File: src/hdl/ttc_pkg.sv
// ----------------------------------------------------------------------------
// ttc_pkg
// Shared types and constants for the tick / nanosecond converter.
// ----------------------------------------------------------------------------
package ttc_pkg;

	localparam logic [31:0] NS_PER_SEC   = 32'd1000000000;
	localparam logic [31:0] NS_ROUND_UP  = 32'd999999999;
	localparam logic [63:0] POS_MAX      = 64'h7FFF_FFFF_FFFF_FFFF;
	localparam logic [63:0] NEG_MIN      = 64'h8000_0000_0000_0000;

	localparam int unsigned QUOT_CELLS = 64;
	localparam int unsigned FRAC_CELLS = 32;

	localparam logic [1:0] REG_TICK_FREQ = 2'd0;
	localparam logic [1:0] REG_MAX_TICK  = 2'd1;
	localparam logic [1:0] REG_MAX_NS    = 2'd2;

	localparam logic OP_TICK_TO_NS = 1'b0;
	localparam logic OP_NS_TO_TICK = 1'b1;

	// one item travelling down a divider chain
	typedef struct packed {
		logic        op;
		logic        neg;
		logic        sat;
		logic [63:0] secs;
		logic [63:0] acc;   // dividend bits out at the top, quotient bits in at the bottom
		logic [31:0] rem;
	} ttc_item_t;

endpackage

File: src/hdl/ttc_div_cell.sv
// ----------------------------------------------------------------------------
// ttc_div_cell
// One restoring-division step: one quotient bit per cell, registered.
// ----------------------------------------------------------------------------
module ttc_div_cell import ttc_pkg::*; (
	input  logic        clk,
	input  logic        arst_n,
	input  logic        en,
	input  logic [31:0] freq,
	input  logic        in_valid,
	input  ttc_item_t   in_item,
	output logic        out_valid,
	output ttc_item_t   out_item
);

	logic [31:0] divisor;
	logic [32:0] trial;
	logic [32:0] diff;
	logic        ge;
	ttc_item_t   nxt;
	logic        valid_q;
	ttc_item_t   item_q;

	always_comb begin
		divisor = (in_item.op == OP_NS_TO_TICK) ? NS_PER_SEC : freq;
		trial   = {in_item.rem, in_item.acc[63]};
		diff    = trial - {1'b0, divisor};
		ge      = (trial >= {1'b0, divisor});
		nxt     = in_item;
		nxt.acc = {in_item.acc[62:0], ge};
		nxt.rem = ge ? diff[31:0] : trial[31:0];
	end

	always_ff @(posedge clk or negedge arst_n) begin
		if (!arst_n) begin
			valid_q <= 1'b0;
		end else if (en) begin
			valid_q <= in_valid;
		end
	end

	always_ff @(posedge clk) begin
		if (en) begin
			item_q <= nxt;
		end
	end

	assign out_valid = valid_q;
	assign out_item  = item_q;

endmodule

File: config.mk
export PLATFORM = sky130hd
export DESIGN_NAME = ttc_div_cell
export DESIGN_NICKNAME = d
export VERILOG_FILES = /design/src/hdl/ttc_pkg.sv /design/src/hdl/ttc_div_cell.sv
export SDC_FILE = /design/constraint.sdc
export NUM_CORES = 1
export LEC_CHECK = 0
export BUFFER_PORTS_ARGS = -buffer_cell sky130_fd_sc_hd__buf_2
export CAP_MARGIN = 20
export CELL_PAD_IN_SITES_DETAIL_PLACEMENT = 1
export CELL_PAD_IN_SITES_GLOBAL_PLACEMENT = 2
export CORE_MARGIN = 2
export CORE_UTILIZATION = 32
export DETAILED_ROUTE_END_ITERATION = 16
export HOLD_SLACK_MARGIN = 0.1
export PLACE_DENSITY_LB_ADDON = 0.15
export SYNTH_ARGS = -nofsm -noshare
export SYNTH_HDL_FRONTEND = slang
export SYNTH_SLANG_ARGS = --single-unit
File: constraint.sdc
create_clock -name clk -period 1.6 [get_ports clk]
set_input_delay 0.08 -clock clk [delete_from_list [all_inputs] [get_ports clk]]
set_output_delay 0.08 -clock clk [all_outputs]
set_load 0.01 [all_outputs]
==> results by group <==
Run status
  • Status: finished, violations left
  • Failing checks: setup timing

Drt
  • Drt via density: 4.829
  • Remaining DRCs: 0
  • Vias: 7138
  • Initial DRC Count: 304
  • Final wirelength: 33180 µm
  • TritonRoute pass-1 iters: 4
  • Routed Antenna Nets: 0
  • Wirelength per Cell: 22.45 µm

Synth
  • Syn Nets: 715
  • Cell taking the most area after synthesis: edfxtp_1
  • Netlist cell types: 51
  • Post-synth EDFFs: 163
  • Top post-synthesis cells by area: edfxtp_1 (66%), ha_1 (5.4%), mux2_4 (5.3%)
  • Largest family of logic cells by synthesized area: compound AO/OA/AOI/OAI gates
  • Synth async-reset ratio: 0.006098
  • Synthesized cell area: 7366 µm²
  • Most used DFF post-synth: edfxtp_1
  • Synth Area in Simple Gates: 0.06914
  • Multiplexer share of the synthesized area: 0.06455
  • Adder-cell share of the synthesized area: 0.05707
  • Post-synth top area share: 0.6645
  • Sequential share of the synthesized area: 0.6679
  • Cells after Synth: 483
  • Yosys reg bits: 164
  • Syn avg cell area: 15.25 µm²
  • Xor-xnor portion of the synthesized cell area: 0.03210
  • Post-synthesis compound-gate area fraction: 0.09445
  • Warnings from Yosys: 0

Final layout
  • Commonest non-fill, non-tap cell in the layout: buf_2
  • Share of layout cells above drive strength 1: 0.5315
  • Finished Cell Area: 13460 µm²
  • Nets@finish: 1408
  • Most frequent cells in the layout: buf_2 (360), dlygate4sd3_1 (164), edfxtp_1 (163)
  • Area Overhead vs Synth: 82.73%
  • Final Non-Filler Cells: 1478

Setup path
  • R2R cell count: 1
  • RR Endpoint: out_valid$_DFFE_PN0P_
  • Crit-path max FO: 6
  • Worst path arrival time: 2.65 ns
  • Critical Path Sink Type: flop
  • Reg2reg start: out_valid$_DFFE_PN0P_
  • Critical Path Start: in_item[162]
  • Crit path to: out_item[22]$_DFFE_PP_
  • Kind of critical path: input pin to flop
  • CP Launch Type: input pin
  • R2R setup slack: 0.83 ns
  • Crit path required time: 1.79 ns

Global route
  • First-pass GRT wire length: 48220 µm
  • Met2 Resource Use GR: 0.4975
  • GRT Max-Usage Layer: met2
  • Vias in the first global route: 7864
  • Initial antenna violation count: 5
  • GRT met3 Usage: 0.06667
  • GR Util All Layers: 0.2707
  • M1 GR Usage: 0.2875
  • Grt ovf: 0
  • Largest net degree at the start of global routing: 36

Power and ir drop
  • PD cells: 966.6 nW/µm²
  • Total Power: 13.01 mW
  • Leak: 6.073 nW
  • Peak VDD IR: 728.4 µV

Job
  • Max-Cap Viols: 0

Die
  • Core Box Area: 22640 µm²
  • Starting Density: 0.3253
  • Ports: 363
  • Die height: 155.7 µm
  • Rows: 55
  • Die area: 24250 µm²
  • Die Width: 155.7 µm

STA
  • RSZ-0062 raised after global routing: true
  • Final min period: 2.458 ns
  • Slew Limit Fails: 0
  • Slew @ Worst Pin: 0.4425 ns
  • Final Setup Violations: 33
  • Max-slew headroom: 0.7050
  • Final critical-path share of the clock period: 1.537
  • Final WS setup: -0.8585 ns
  • Fin Setup TNS: -27.74 ns
  • Final Hold Fails: 0
  • Fmax achieved: 406.8 MHz
  • Final Skew: 0 ns

Place
  • Routability cong.: 0.8441
  • Setup slack at placement: -1.609 ns
  • Hpwl dp: 21530 µm
  • Placed cell areas: 10700 µm²
  • Dpl cells: 1262
  • PortBufs: 362

Clocking
  • CTS max path bufs: 2
  • Reg clk slew, reported paths: 0.08 ns
  • H-tree Lvls: 4
  • Clk sink count: 164
  • Clk_lat worst skew: 0.45 ns
  • CTS tree: done
  • Root buffer cell: clkbuf_16
  • CTS Buf Count: 17

Worst hold path
  • Hold_sp: in_item[29]
  • Worst Hold Class: input pin to flop
-- cells by family (layout without fill, tap and decap cells) --
family	Yosys count	count (layout)
flip-flops	164	164
AO/OA/AOI/OAI	102	102
AND/OR/NAND/NOR	100	100
multiplexers	34	34
adder cells (fa/ha/maj)	33	33
XOR/XNOR	27	27
buffers and inverters	23	729
other	0	4
-- sequential cells by signal, indices dropped and copies added (netlist names) --
register	count
out_valid	1
out_item	163
-- final cells by class --
type	instances	area, µm²
Clock inverter	15	198.9
Clock buffer	17	425.4
Fill cell	2396	9181
Inverter	11	41.29
Sequential cell	164	4920
Tap cell	285	356.6
Timing Repair Buffer	686	4845
Multi-Input combinational cell	296	2663
Antenna cell	4	10.01
-- critical path, cell delays in order --
cell and delay, ns:
buf_12 0.12, nand2b_4 0.14, ha_4 0.22, and3_4 0.17, a221o_1 0.34, o31a_1 0.29, o41ai_4 0.31, nor3_2 0.07
o21ai_2 0.21, o21ai_4 0.10, buf_6 0.15, buf_8 0.14, mux2_4 0.30
-- metal layers --
layer / part of all wire / vias to the layer above
met4: 0.048 / 2
met1: 0.37 / 3525
met5: 0.00039 / -
li1: - / 3259
met3: 0.053 / 84
met2: 0.53 / 268
-- cell usage after synthesis, drive strengths merged (2+ instances only) --
cell / count
xor2: 9
o41ai: 3
o311a: 2
nand2b: 19
a21o: 11
clkbuf: 9
mux2i: 4
a31oi: 4
o31ai: 2
o21ai: 19
a31o: 2
inv: 11
nor2: 28
edfxtp: 163
a211oi: 4
xnor2: 18
nand3: 8
nand2: 15
nor2b: 8
o21a: 6
mux2: 30
a211o: 2
o31a: 3
nor3: 7
buf: 3
and3: 2
ha: 32
o21bai: 5
nand4: 7
a21oi: 30
-- power by group --
group | internal [mW] | leakage, nW | switching, mW
Combinational | 1.78 | 4.16 | 1.56
Clock | 2.15 | 0.300 | 2.18
Sequential | 5.21 | 1.61 | 0.131
Total | 9.14 | 6.07 | 3.87
-- metrics by stage --
step,utilization,hold WS (ns)
6_report,0.5945,0.1967
5_1_grt,0.5944,0.1837
4_1_cts,0.5894,0.1074
3_5_place_dp,0.4727,-0.1412
3_3_place_gp,0.4727,-0.1419
2_1_floorplan,-,-0.2156
-- how the worst min path moves through the flow --
| stage | to | cells past startpoint | slack (ns) |
|---|---|---|---|
| detailed placement | out_valid$_DFFE_PN0P_ | 1 | -0.14 |
| floorplan | out_valid$_DFFE_PN0P_ | 0 | -0.22 |
| global route | out_item[30]$_DFFE_PP_ | 4 | 0.18 |
| global placement | out_valid$_DFFE_PN0P_ | 1 | -0.14 |
| finish | out_item[30]$_DFFE_PP_ | 4 | 0.20 |
| CTS | out_item[30]$_DFFE_PP_ | 4 | 0.11 |
-- what timing repair did --
item                       in CTS  in global routing
pin swaps                      15                  9
setup endpoints to repair      33                 33
buffers inserted               11                  4
cloned                          3                  0
resized for setup              45                 19
hold endpoints to repair      190                  0
hold buffers                  164                  0
(Power assumes the default switching activity.)
